[config.mk]
export PLATFORM = sky130hd
export DESIGN_NAME = accel_stability_detector_flat
export DESIGN_NICKNAME = d
export VERILOG_FILES = /design/src/rtl/core/asc_pkg.sv /design/src/rtl/core/asc_sample_if.sv /design/src/rtl/core/asc_report_if.sv /design/src/rtl/core/asc_motion.sv /design/src/rtl/core/asc_cell.sv /design/src/rtl/core/asc_window.sv /design/src/rtl/core/accel_stability_detector.sv /design/src/flat_wrapper.sv
export SDC_FILE = /design/constraint.sdc
export NUM_CORES = 1
export LEC_CHECK = 0
export ABC_AREA = 1
export BUFFER_PORTS_ARGS = -buffer_cell sky130_fd_sc_hd__clkbuf_2
export CAP_MARGIN = 0
export CORE_MARGIN = 3
export CORE_UTILIZATION = 60
export DETAILED_ROUTE_END_ITERATION = 6
export MAX_ROUTING_LAYER = met4
export PLACE_DENSITY = 0.82
export REMOVE_ABC_BUFFERS = 1
export SKIP_LAST_GASP = 1
export SLEW_MARGIN = 5
export SYNTH_ARGS = -nofsm -noshare
export SYNTH_HDL_FRONTEND = slang
export SYNTH_HIERARCHICAL = 1
export SYNTH_SLANG_ARGS = --single-unit
export TNS_END_PERCENT = 30
[constraint.sdc]
create_clock -name clk -period 10.35 [get_ports clk]
set_input_delay 1.5525 -clock clk [delete_from_list [all_inputs] [get_ports clk]]
set_output_delay 1.5525 -clock clk [all_outputs]
set_load 0.03 [all_outputs]
[src/rtl/core/asc_pkg.sv]
// ----------------------------------------------------------------------------
// asc_pkg: shared definitions for the accelerometer stability detector
// Widths, window geometry, reciprocal constants, register indexes and the
// beat structs that travel between the pipeline modules.
// ----------------------------------------------------------------------------
package asc_pkg;

	// Window length in samples
	localparam int WINDOW     = 10;
	localparam int CHAIN_LEN  = WINDOW - 1;
	localparam int FILL_W     = $clog2(WINDOW);

	// Sample and motion widths
	localparam int AXIS_W     = 16;
	localparam int MAG_W      = 15;
	localparam int MOTION_W   = 17;
	localparam int MOTION_MAX = 3 * 32767;
	localparam int AVG_W      = 17;

	// Running sum holds up to WINDOW motion values
	localparam int SUM_W      = $clog2(MOTION_MAX * WINDOW + 1);

	// Divide by WINDOW as multiply by ceil(2^k / WINDOW), exact for sums below 2^SUM_W
	localparam int RECIP_SHIFT = SUM_W + $clog2(WINDOW);
	localparam int RECIP_W     = SUM_W + 1;
	localparam int PROD_W      = SUM_W + RECIP_W;
	localparam logic [RECIP_W-1:0] RECIP = RECIP_W'(
		((64'd1 << RECIP_SHIFT) + 64'(WINDOW) - 64'd1) / 64'(WINDOW));

	// Configuration registers
	localparam int THR_W      = 17;
	localparam int INTV_W     = 16;
	localparam int CFG_DATA_W = 17;
	localparam int CFG_IDX_W  = 1;

	localparam logic [CFG_IDX_W-1:0] REG_STABLE_THRESHOLD = CFG_IDX_W'(0);
	localparam logic [CFG_IDX_W-1:0] REG_REPORT_INTERVAL  = CFG_IDX_W'(1);

	localparam logic [THR_W-1:0]  THR_RESET  = THR_W'(2000);
	localparam logic [INTV_W-1:0] INTV_RESET = INTV_W'(100);
	localparam logic [INTV_W-1:0] QUIET_MAX  = '1;

	// Report causes
	localparam logic CAUSE_CHANGE   = 1'b0;
	localparam logic CAUSE_PERIODIC = 1'b1;

	// Motion beat from the front end into the window chain
	typedef struct packed {
		logic                valid;
		logic [MOTION_W-1:0] motion;
	} motion_beat_t;

	// Scaled window sum into the decision stage
	typedef struct packed {
		logic              valid;
		logic              full;
		logic [PROD_W-1:0] product;
	} window_beat_t;

endpackage

[src/rtl/core/asc_sample_if.sv]
// ----------------------------------------------------------------------------
// asc_sample_if: accelerometer sample channel
// Valid/ready channel carrying one three-axis sample per beat.
// ----------------------------------------------------------------------------
interface asc_sample_if;
	logic               valid;
	logic               ready;
	logic signed [15:0] accel_x;
	logic signed [15:0] accel_y;
	logic signed [15:0] accel_z;

	modport source (output valid, output accel_x, output accel_y, output accel_z,
		input ready);
	modport sink (input valid, input accel_x, input accel_y, input accel_z,
		output ready);
endinterface

[src/rtl/core/asc_report_if.sv]
// ----------------------------------------------------------------------------
// asc_report_if: stability report channel
// Valid/ready channel carrying one stability report per beat.
// ----------------------------------------------------------------------------
interface asc_report_if;
	logic        valid;
	logic        ready;
	logic        report_stable;
	logic        report_cause;
	logic [16:0] window_average;

	modport source (output valid, output report_stable, output report_cause,
		output window_average, input ready);
	modport sink (input valid, input report_stable, input report_cause,
		input window_average, output ready);
endinterface

[src/rtl/core/asc_motion.sv]
// ----------------------------------------------------------------------------
// asc_motion: per-axis motion front end
// Differences each axis against its previous sample, takes the saturated
// magnitude and sums the three axes into one motion value.
// ----------------------------------------------------------------------------
module asc_motion
	import asc_pkg::*;
(
	input  logic                     clk,
	input  logic                     arst_n,
	input  logic                     advance,
	input  logic                     take,
	input  logic signed [AXIS_W-1:0] accel_x,
	input  logic signed [AXIS_W-1:0] accel_y,
	input  logic signed [AXIS_W-1:0] accel_z,
	output motion_beat_t             beat_s1
);

	logic [AXIS_W-1:0] prev_x_q, prev_y_q, prev_z_q;
	logic [MAG_W-1:0]  mag_x, mag_y, mag_z;
	logic              valid_s1;
	logic [MOTION_W-1:0] motion_s1;

	function automatic logic [MAG_W-1:0] axis_mag(input logic [AXIS_W-1:0] cur,
		input logic [AXIS_W-1:0] prev);
		logic [AXIS_W-1:0] d;
		logic [AXIS_W-1:0] neg;
		d   = cur - prev;
		neg = ~d + AXIS_W'(1);
		if (!d[AXIS_W-1])
			return d[MAG_W-1:0];
		else if (neg[AXIS_W-1])
			return '1;
		else
			return neg[MAG_W-1:0];
	endfunction

	assign mag_x = axis_mag(accel_x, prev_x_q);
	assign mag_y = axis_mag(accel_y, prev_y_q);
	assign mag_z = axis_mag(accel_z, prev_z_q);

	always_ff @(posedge clk or negedge arst_n) begin
		if (!arst_n) begin
			prev_x_q <= '0;
			prev_y_q <= '0;
			prev_z_q <= '0;
			valid_s1 <= 1'b0;
		end else if (advance) begin
			valid_s1 <= take;
			if (take) begin
				prev_x_q <= accel_x;
				prev_y_q <= accel_y;
				prev_z_q <= accel_z;
			end
		end
	end

	always_ff @(posedge clk) begin
		if (advance && take) begin
			motion_s1 <= MOTION_W'(mag_x) + MOTION_W'(mag_y) + MOTION_W'(mag_z);
		end
	end

	assign beat_s1.valid  = valid_s1;
	assign beat_s1.motion = motion_s1;

endmodule

[src/rtl/core/asc_cell.sv]
// ----------------------------------------------------------------------------
// asc_cell: one window cell
// Holds one motion value and hands it to the next cell on each push.
// ----------------------------------------------------------------------------
module asc_cell
	import asc_pkg::*;
(
	input  logic                clk,
	input  logic                push,
	input  logic [MOTION_W-1:0] d_in,
	output logic [MOTION_W-1:0] d_out
);

	logic [MOTION_W-1:0] value_q;

	always_ff @(posedge clk) begin
		if (push) begin
			value_q <= d_in;
		end
	end

	assign d_out = value_q;

endmodule

[src/rtl/core/asc_window.sv]
// ----------------------------------------------------------------------------
// asc_window: sliding window of motion values
// Pushes each motion value into a chain of cells, keeps the running sum of
// the last WINDOW-1 values and scales the full window sum by 1/WINDOW.
// ----------------------------------------------------------------------------
module asc_window
	import asc_pkg::*;
(
	input  logic         clk,
	input  logic         arst_n,
	input  logic         advance,
	input  motion_beat_t beat_s1,
	output window_beat_t beat_s3
);

	logic [MOTION_W-1:0] tap [CHAIN_LEN];
	logic                push;
	logic                full;
	logic [FILL_W-1:0]   fill_q;
	logic [SUM_W-1:0]    sum_q;
	logic [SUM_W-1:0]    total;
	logic [SUM_W-1:0]    total_s2;
	logic                full_s2, valid_s2;
	logic [PROD_W-1:0]   product_s3;
	logic                full_s3, valid_s3;

	assign push  = advance && beat_s1.valid;
	assign full  = (fill_q == FILL_W'(WINDOW - 1));
	assign total = sum_q + SUM_W'(beat_s1.motion);

	for (genvar i = 0; i < CHAIN_LEN; i++) begin : g_chain
		if (i == 0) begin : g_head
			asc_cell u_cell (
				.clk   (clk),
				.push  (push),
				.d_in  (beat_s1.motion),
				.d_out (tap[i])
			);
		end else begin : g_body
			asc_cell u_cell (
				.clk   (clk),
				.push  (push),
				.d_in  (tap[i-1]),
				.d_out (tap[i])
			);
		end
	end

	// Drop the oldest value once the window is full, so WINDOW-1 stay summed
	always_ff @(posedge clk or negedge arst_n) begin
		if (!arst_n) begin
			fill_q   <= '0;
			sum_q    <= '0;
			valid_s2 <= 1'b0;
			valid_s3 <= 1'b0;
		end else if (advance) begin
			valid_s2 <= beat_s1.valid;
			valid_s3 <= valid_s2;
			if (beat_s1.valid) begin
				if (full)
					sum_q <= total - SUM_W'(tap[CHAIN_LEN-1]);
				else begin
					sum_q  <= total;
					fill_q <= fill_q + FILL_W'(1);
				end
			end
		end
	end

	always_ff @(posedge clk) begin
		if (advance) begin
			if (beat_s1.valid) begin
				total_s2 <= total;
				full_s2  <= full;
			end
			if (valid_s2) begin
				product_s3 <= PROD_W'(total_s2) * PROD_W'(RECIP);
				full_s3    <= full_s2;
			end
		end
	end

	assign beat_s3.valid   = valid_s3;
	assign beat_s3.full    = full_s3;
	assign beat_s3.product = product_s3;

endmodule

[src/rtl/core/accel_stability_detector.sv]
// ----------------------------------------------------------------------------
// accel_stability_detector: windowed motion stability detector
// Turns a three-axis accelerometer stream into stable/moving reports.
// ----------------------------------------------------------------------------
// One sample beat is taken per clock cycle unless a report waits on the sink.
// Each beat's axis differences are summed into a motion value (s1), pushed
// through a chain of WINDOW-1 cells that keeps a running sum (s2), scaled by
// 1/WINDOW with a reciprocal multiply (s3) and judged against
// stable_threshold (s4), whose result sits in the output register. Until WINDOW
// samples have arrived the average holds at its last value (0 after reset).
// A report beat is issued when the stable state flips, or as a periodic
// repeat once more than report_interval quiet samples have passed; most
// samples give no report. The report sits in an output register; while it
// waits on the sink the whole pipeline holds and no new sample is taken.
// Write configuration only while no sample is in flight.
// ----------------------------------------------------------------------------
module accel_stability_detector
	import asc_pkg::*;
(
	input  logic                  clk,
	input  logic                  arst_n,
	asc_sample_if.sink            samples,
	asc_report_if.source          reports,
	input  logic                  cfg_we,
	input  logic [CFG_IDX_W-1:0]  cfg_index,
	input  logic [CFG_DATA_W-1:0] cfg_data
);

	logic              advance;
	logic              take;
	motion_beat_t      motion_s1;
	window_beat_t      window_s3;

	logic [THR_W-1:0]  thr_q;
	logic [INTV_W-1:0] intv_q;

	logic [AVG_W-1:0]  held_avg_q;
	logic              stable_q;
	logic [INTV_W-1:0] quiet_q;

	logic [AVG_W-1:0]  avg;
	logic              now_stable;
	logic              changed;
	logic              periodic;

	logic              out_valid_q;
	logic              out_stable_q;
	logic              out_cause_q;
	logic [AVG_W-1:0]  out_avg_q;

	// Advance the whole pipe unless a report is stuck in the output register
	assign advance       = !out_valid_q || reports.ready;
	assign samples.ready = advance;
	assign take          = samples.valid && advance;

	asc_motion u_motion (
		.clk     (clk),
		.arst_n  (arst_n),
		.advance (advance),
		.take    (take),
		.accel_x (samples.accel_x),
		.accel_y (samples.accel_y),
		.accel_z (samples.accel_z),
		.beat_s1 (motion_s1)
	);

	asc_window u_window (
		.clk     (clk),
		.arst_n  (arst_n),
		.advance (advance),
		.beat_s1 (motion_s1),
		.beat_s3 (window_s3)
	);

	// Configuration registers
	always_ff @(posedge clk or negedge arst_n) begin
		if (!arst_n) begin
			thr_q  <= THR_RESET;
			intv_q <= INTV_RESET;
		end else if (cfg_we) begin
			case (cfg_index)
				REG_STABLE_THRESHOLD: thr_q  <= cfg_data[THR_W-1:0];
				REG_REPORT_INTERVAL:  intv_q <= cfg_data[INTV_W-1:0];
				default: ;
			endcase
		end
	end

	// Decision stage: refresh the average only once the window is full
	assign avg        = window_s3.full ? AVG_W'(window_s3.product >> RECIP_SHIFT)
	                                   : held_avg_q;
	assign now_stable = (avg < thr_q);
	assign changed    = (now_stable != stable_q);
	assign periodic   = (quiet_q > intv_q);

	always_ff @(posedge clk or negedge arst_n) begin
		if (!arst_n) begin
			held_avg_q  <= '0;
			stable_q    <= 1'b0;
			quiet_q     <= '0;
			out_valid_q <= 1'b0;
		end else if (advance) begin
			out_valid_q <= window_s3.valid && (changed || periodic);
			if (window_s3.valid) begin
				held_avg_q <= avg;
				if (changed) begin
					stable_q <= now_stable;
					quiet_q  <= '0;
				end else if (periodic) begin
					quiet_q <= '0;
				end else if (quiet_q != QUIET_MAX) begin
					quiet_q <= quiet_q + INTV_W'(1);
				end
			end
		end
	end

	// Report payload; hold while the sink stalls
	always_ff @(posedge clk) begin
		if (advance && window_s3.valid) begin
			out_stable_q <= now_stable;
			out_cause_q  <= changed ? CAUSE_CHANGE : CAUSE_PERIODIC;
			out_avg_q    <= avg;
		end
	end

	assign reports.valid          = out_valid_q;
	assign reports.report_stable  = out_stable_q;
	assign reports.report_cause   = out_cause_q;
	assign reports.window_average = out_avg_q;

endmodule

[src/flat_wrapper.sv]
// flat-port wrapper written by rule: the top's interface ports become plain ports
module accel_stability_detector_flat import asc_pkg::*;
  (clk, arst_n, cfg_we, cfg_index, cfg_data, samples_valid, samples_accel_x, samples_accel_y, samples_accel_z, samples_ready, reports_valid, reports_report_stable, reports_report_cause, reports_window_average, reports_ready);
  asc_sample_if samples_i ();
  asc_report_if reports_i ();
  input  logic clk;
  input  logic arst_n;
  input  logic cfg_we;
  input  logic [CFG_IDX_W-1:0] cfg_index;
  input  logic [CFG_DATA_W-1:0] cfg_data;
  input wire logic [$bits(samples_i.valid)-1:0] samples_valid;
  input wire logic [$bits(samples_i.accel_x)-1:0] samples_accel_x;
  input wire logic [$bits(samples_i.accel_y)-1:0] samples_accel_y;
  input wire logic [$bits(samples_i.accel_z)-1:0] samples_accel_z;
  output wire logic [$bits(samples_i.ready)-1:0] samples_ready;
  output wire logic [$bits(reports_i.valid)-1:0] reports_valid;
  output wire logic [$bits(reports_i.report_stable)-1:0] reports_report_stable;
  output wire logic [$bits(reports_i.report_cause)-1:0] reports_report_cause;
  output wire logic [$bits(reports_i.window_average)-1:0] reports_window_average;
  input wire logic [$bits(reports_i.ready)-1:0] reports_ready;
  assign samples_i.valid = samples_valid;
  assign samples_i.accel_x = samples_accel_x;
  assign samples_i.accel_y = samples_accel_y;
  assign samples_i.accel_z = samples_accel_z;
  assign samples_ready = samples_i.ready;
  assign reports_valid = reports_i.valid;
  assign reports_report_stable = reports_i.report_stable;
  assign reports_report_cause = reports_i.report_cause;
  assign reports_window_average = reports_i.window_average;
  assign reports_i.ready = reports_ready;
  accel_stability_detector u_core (.clk(clk), .arst_n(arst_n), .samples(samples_i), .reports(reports_i), .cfg_we(cfg_we), .cfg_index(cfg_index), .cfg_data(cfg_data));
endmodule
==> results.py, run 1 <==
metrics = {
    "global_routing": {
        "grt_pass1_vias": 22056,
        "antenna_found_initial": 0,
        "grt_pass1_wl_mm": 107,
        "grt_use_total": 0.264,
        "grt_max_degree": 98,
        "top_usage_layer": "met2",
        "grt.met2_usage": 0.442,
        "overflow": 0,
        "grtUsageMet3": 0.0320,
        "grt_use_met1": 0.332,
    },
    "clock_tree": {
        "clkTransAtPathRegs_ns": 0.06,
        "cts_tree": "yes",
        "cts_buffer_depth": 3,
        "cts.sinks": 371,
        "numCtsBuffers": 39,
        "cts_resized": 0,
        "post-cts-setup-buffers": 0,
        "clock_latency_ns": 0.56,
        "cts-root-buf": "clkbuf_16",
        "hold_buffers": 0,
        "cts_max_level": 2,
    },
    "setup_path": {
        "arrival_ns": 6.20,
        "worstSetupEndpointType": "register",
        "cp_max_fo": 6,
        "start_kind": "register",
        "required_ns": 10.63,
        "criticalPathCategory": "register to register",
    },
    "timing": {
        "hold_viol": 0,
        "fin_setup_tns_ns": 0,
        "maxSlewHeadroom": 0.253,
        "fmaxAchievable_mhz": 169,
        "fin_crit_sh": 0.572,
        "final_max_slew_viol_count": 0,
        "tightest_slew_ns": 1.12,
        "clock_skew_ns": 0.0259,
        "setup_viol": 0,
        "hold_ws_ns": 0.412,
        "fin_crit_ns": 5.92,
        "rsz0062_at_grt": "false",
    },
    "synthesis": {
        "synthesis.area_um2": 29400,
        "ys_warn_count": 6,
        "synth_area_per_cell_um2": 8.49,
        "syn_inst": 3469,
    },
    "job": {
        "maxCapViolations": 0,
    },
    "route": {
        "route.detailed.drc": 0,
        "initialDrtViolationCount": 1766,
        "wl_per_cell_um": 15.1,
        "drt-total-wl_mm": 64.3,
        "vias": 22526,
        "ant_nets": 0,
        "firstDrtPassIters": 5,
        "vias_per_cell": 5.30,
    },
    "floorplanning": {
        "die_w_um": 228,
        "initial_core_util": 0.611,
        "dieArea_um2": 51800,
        "num_io_pins": 92,
        "row_count": 80,
        "dieHeight_um": 228,
        "core_um2": 48100,
    },
    "status": {
        "status": "completed",
    },
    "final_layout": {
        "antenna_cells": 0,
        "fin_nets": 4120,
        "instances_no_fill": 4247,
        "nFillCells": 3914,
        "seqCellArea_um2": 10400,
        "final_layout_size_suffix_gt1_frac": 0.0727,
        "final_cell_area_um2": 31700,
        "syn_to_final_growth_pct": 7.72,
        "multiInputGateArea_um2": 16300,
        "final_common_cell": "nand2_1",
        "final_cell_mix": "nand2_1, inv_1, ha_1, nor2_1, edfxtp_1",
    },
    "min_path": {
        "hp-class": "register to register",
    },
    "place": {
        "dp_hpwl_mm": 50.7,
        "dp.cells": 4177,
        "portBuffers": 91,
        "place_area_um2": 30500,
        "place.gp.congestion": 0.971,
    },
}
cell type report:
cell class | instances | share of cell area
timing repair buffer | 95 | 0.0155
sequential | 371 | 0.329
tap | 656 | 0.0259
clock inverter | 20 | 0.00462
clock buffer | 50 | 0.0321
inverter | 671 | 0.0796
multi-input combinational | 2384 | 0.513
sequential cells by signal, summed over array words and instances, names as in the netlist, 4 cells and up:
| signal | cells |
|---|---|
| u_core/u_window/fill_q | 4 |
| u_core/reports.window_average | 17 |
| u_core/held_avg_q | 17 |
| u_core/u_motion/prev_x_q | 16 |
| u_core/quiet_q | 16 |
| u_core/u_window/sum_q | 20 |
| u_core/u_window/g_chain.g_body.u_cell/d_out | 136 |
| u_core/thr_q | 17 |
| u_core/u_motion/prev_z_q | 16 |
| u_core/intv_q | 16 |
| u_core/u_motion/motion_s1 | 17 |
| u_core/u_window/g_chain.g_head.u_cell/d_out | 17 |
| u_core/u_motion/prev_y_q | 16 |
| u_core/u_window/product_s3 | 17 |
| u_core/u_window/total_s2 | 20 |
worst max-delay path, stage by stage, from the launching register on:
cell and delay [ns]:
edfxtp_1 0.52, ha_1 0.41, inv_1 0.17, fa_1 0.45, inv_1 0.11, ha_1 0.15, inv_1 0.05, fa_1 0.55
inv_1 0.06, fa_1 0.51, fa_1 0.55, fa_1 0.54, ha_1 0.36, a21oi_1 0.26, inv_1 0.06, a21oi_1 0.20
inv_1 0.10, a21oi_1 0.14, o21ai_1 0.07, nand2_1 0.06, nand3_1 0.14, xor2_1 0.17
metal layers:
layer,vias to the layer above,routed length (um)
met5,-,0
met4,0,2420
met3,159,3040
met2,625,31000
met1,10446,27800
li1,11296,-
metrics by stage:
stage / setup slack, ns / util
floorplan: 3.53 / -
global placement: 4.34 / 0.634
detailed placement: 4.12 / 0.634
CTS: 4.49 / 0.659
global route: 4.10 / 0.659
finish: 4.43 / 0.659
final timing paths:
| path | start | endpoint | slack (ns) | cells past startpoint |
|---|---|---|---|---|
| worst max-delay path | u_core/u_window/total_s2[9] | u_core/u_window/product_s3[39] | 4.43 | 21 |
| worst min-delay path | u_core/u_window/g_chain[1].g_body.u_cell/d_out[2] | u_core/u_window/g_chain[2].g_body.u_cell/d_out[2] | 0.41 | 0 |
| worst max register to register | u_core/u_window/total_s2[9] | u_core/u_window/product_s3[39] | 4.43 | 21 |
| worst min register to register | u_core/u_window/g_chain[1].g_body.u_cell/d_out[2] | u_core/u_window/g_chain[2].g_body.u_cell/d_out[2] | 0.41 | 0 |
| max in group asynchronous | arst_n | u_core/held_avg_q[12] | 7.84 | 2 |
| min in group asynchronous | arst_n | u_core/u_motion/prev_y_q[14] | 1.02 | 1 |
Power of run 1 is left out: the tool's default activity adds up to more than one toggle a clock period on the data nets, which glitch-free logic cannot reach.
==> run 2, diff against run 1 <==
--- a/config.mk
+++ b/config.mk
@@ -9,10 +9,10 @@
 export BUFFER_PORTS_ARGS = -buffer_cell sky130_fd_sc_hd__clkbuf_2
 export CAP_MARGIN = 0
 export CORE_MARGIN = 3
-export CORE_UTILIZATION = 60
+export CORE_UTILIZATION = 58
 export DETAILED_ROUTE_END_ITERATION = 6
 export MAX_ROUTING_LAYER = met4
-export PLACE_DENSITY = 0.82
+export PLACE_DENSITY = 0.83
 export REMOVE_ABC_BUFFERS = 1
 export SKIP_LAST_GASP = 1
 export SLEW_MARGIN = 5
==> constraint.sdc (replaced) <==
create_clock -name clk -period 5.37 [get_ports clk]
set_input_delay 0.8055 -clock clk [delete_from_list [all_inputs] [get_ports clk]]
set_output_delay 0.8055 -clock clk [all_outputs]
set_load 0.03 [all_outputs]
==> run 2 against run 1 <==
First-iteration DRC count decreased by 3.6%. Clock-buffer cell count increased by 4. Critical path depth decreased by 3. Global-route usage increased by 0.16 points. Sequential share of layout area decreased by 1.9 points. Final area increased by 6.0%. Critical path type unchanged. Highest routed layer unchanged.
==> results.py, run 2 (synthesis gave the netlist of run 1 again) <==
metrics = {
    "timing": {
        "fin_crit_ns": 5.31,
        "maxSlewHeadroom": 0.232,
        "setup_viol": 0,
        "fin_ws_ns": 0.0554,
        "fmaxAchievable_mhz": 188,
        "fin_crit_sh": 0.990,
        "final_max_slew_viol_count": 0,
        "hold_viol": 0,
        "rsz0062_at_grt": "true",
        "clock_skew_ns": 0.0159,
        "tightest_slew_ns": 1.15,
    },
    "final_layout": {
        "antenna_cells": 0,
        "multiInputGateArea_um2": 16900,
        "final_common_cell": "nand2_1",
        "nFillCells": 3769,
        "final_layout_size_suffix_gt1_frac": 0.135,
        "instances_no_fill": 4399,
        "seqCellArea_um2": 10400,
        "syn_to_final_growth_pct": 14.2,
        "fin_nets": 4261,
        "largest_register_ffs": 136,
        "final_cell_mix": "nand2_1, inv_1, ha_1, nor2_1, edfxtp_1",
    },
    "route": {
        "vias": 23468,
        "drt-total-wl_mm": 69.4,
        "initialDrtViolationCount": 1703,
        "wl_per_cell_um": 15.8,
        "ant_nets": 0,
        "firstDrtPassIters": 5,
        "vias_per_cell": 5.33,
        "route.detailed.drc": 0,
    },
    "clock_tree": {
        "cts-root-buf": "clkbuf_16",
        "cts_tree": "yes",
        "hold_buffers": 0,
        "clkTransAtPathRegs_ns": 0.07,
        "cts.sinks": 371,
        "cts_buffer_depth": 3,
        "clock_latency_ns": 0.57,
        "cts_max_level": 2,
        "numCtsBuffers": 40,
    },
    "setup_path": {
        "required_ns": 5.70,
        "crit_top_cell": "fa_1",
        "crit_path_top_delay_cell": "fa_2",
        "r2r-start": "u_core/u_window/total_s2[11]",
        "start_kind": "register",
        "worstSetupEndpointType": "register",
        "crit_start": "u_core/u_window/total_s2[11]",
        "max_stage_delay_ns": 0.59,
        "worstPathCellList": "ha_4 -> buf_4 -> ha_1 -> fa_1 -> fa_2 -> fa_1 -> fa_1 -> inv_1 -> fa_1 -> inv_1 -> ha_1 -> nand2_1 -> o21ai_1 -> o21bai_1 -> a21o_1 -> nand3_1 -> nand3_1 -> nand2_1",
        "criticalPathCategory": "register to register",
        "arrival_ns": 5.64,
        "cp_max_fo": 4,
    },
    "global_routing": {
        "grt_pass1_vias": 22852,
        "grt_pass1_wl_mm": 112,
        "overflow": 0,
        "grt_use_total": 0.266,
        "grt_max_degree": 69,
        "antenna_found_initial": 0,
    },
    "floorplanning": {
        "dieHeight_um": 231,
        "initial_core_util": 0.594,
        "row_count": 81,
        "num_io_pins": 92,
        "core_um2": 49600,
        "die_w_um": 231,
        "dieArea_um2": 53500,
    },
    "place": {
        "place_ws_ns": -0.0997,
        "dp.cells": 4300,
        "place.gp.congestion": 0.982,
        "portBuffers": 91,
        "dp_hpwl_mm": 53.8,
    },
    "job": {
        "maxCapViolations": 0,
    },
    "min_path": {
        "hp-class": "input pin to asynchronous set/reset pin",
    },
    "status": {
        "status": "completed",
    },
}
run 2: layout make-up:
class,instances,area share
Clock buffer,54,0.0335
Inverter,671,0.0751
Sequential cell,371,0.310
Timing Repair Buffer,235,0.0466
Multi-Input combinational cell,2384,0.504
Clock inverter,20,0.00614
Tap cell,664,0.0247
run 2: critical path: cells and delay by family, from the launching register on:
kind,cells,cell delay (ns)
fa+ha+maj,8,3.36
compound gates,3,0.63
flops,1,0.49
simple gates,4,0.37
buf+inv,3,0.22
run 2: metal layers:
layer / track usage / up-vias / wire [um]
met1: 0.332 / 11051 / 29300
met5: - / - / 0
met3: 0.0252 / 175 / 3200
met4: 0.0957 / 0 / 2980
li1: - / 11566 / -
met2: 0.455 / 676 / 34000
run 2: path summary, 6_finish.rpt:
kind / to / slack (ns) / cells after the start
max: u_core/u_window/product_s3[35] / 0.06 / 18
min: u_core/thr_q[5] / 0.16 / 1
max reg2reg: u_core/u_window/product_s3[35] / 0.06 / 18
min reg2reg: u_core/u_window/g_chain[6].g_body.u_cell/d_out[2] / 0.41 / 0
max in group asynchronous: u_core/u_window/sum_q[19] / 4.11 / 2
min in group clk: u_core/u_window/g_chain[6].g_body.u_cell/d_out[2] / 0.41 / 0
run 2: repair_timing:
item | 4_1_cts | 5_1_grt
setup endpoints to repair | 14 | 20
setup buffers | 6 | 19
gates resized for setup | 14 | 113
pin swaps | 1 | 31
run 2: per-stage QoR:
stage	instance area [um2]	setup TNS, ns	hold WS [ns]	utilization
2_1_floorplan	29200	-78.61	0.400	-
3_5_place_dp	31400	-0.626	0.405	0.634
6_report	33600	0	0.162	0.678
5_1_grt	33600	-1.55	0.189	0.678
4_1_cts	32900	-0.0475	0.168	0.664
3_3_place_gp	31400	-0.0603	0.401	0.634
Power of run 2 is left out for the same reason.
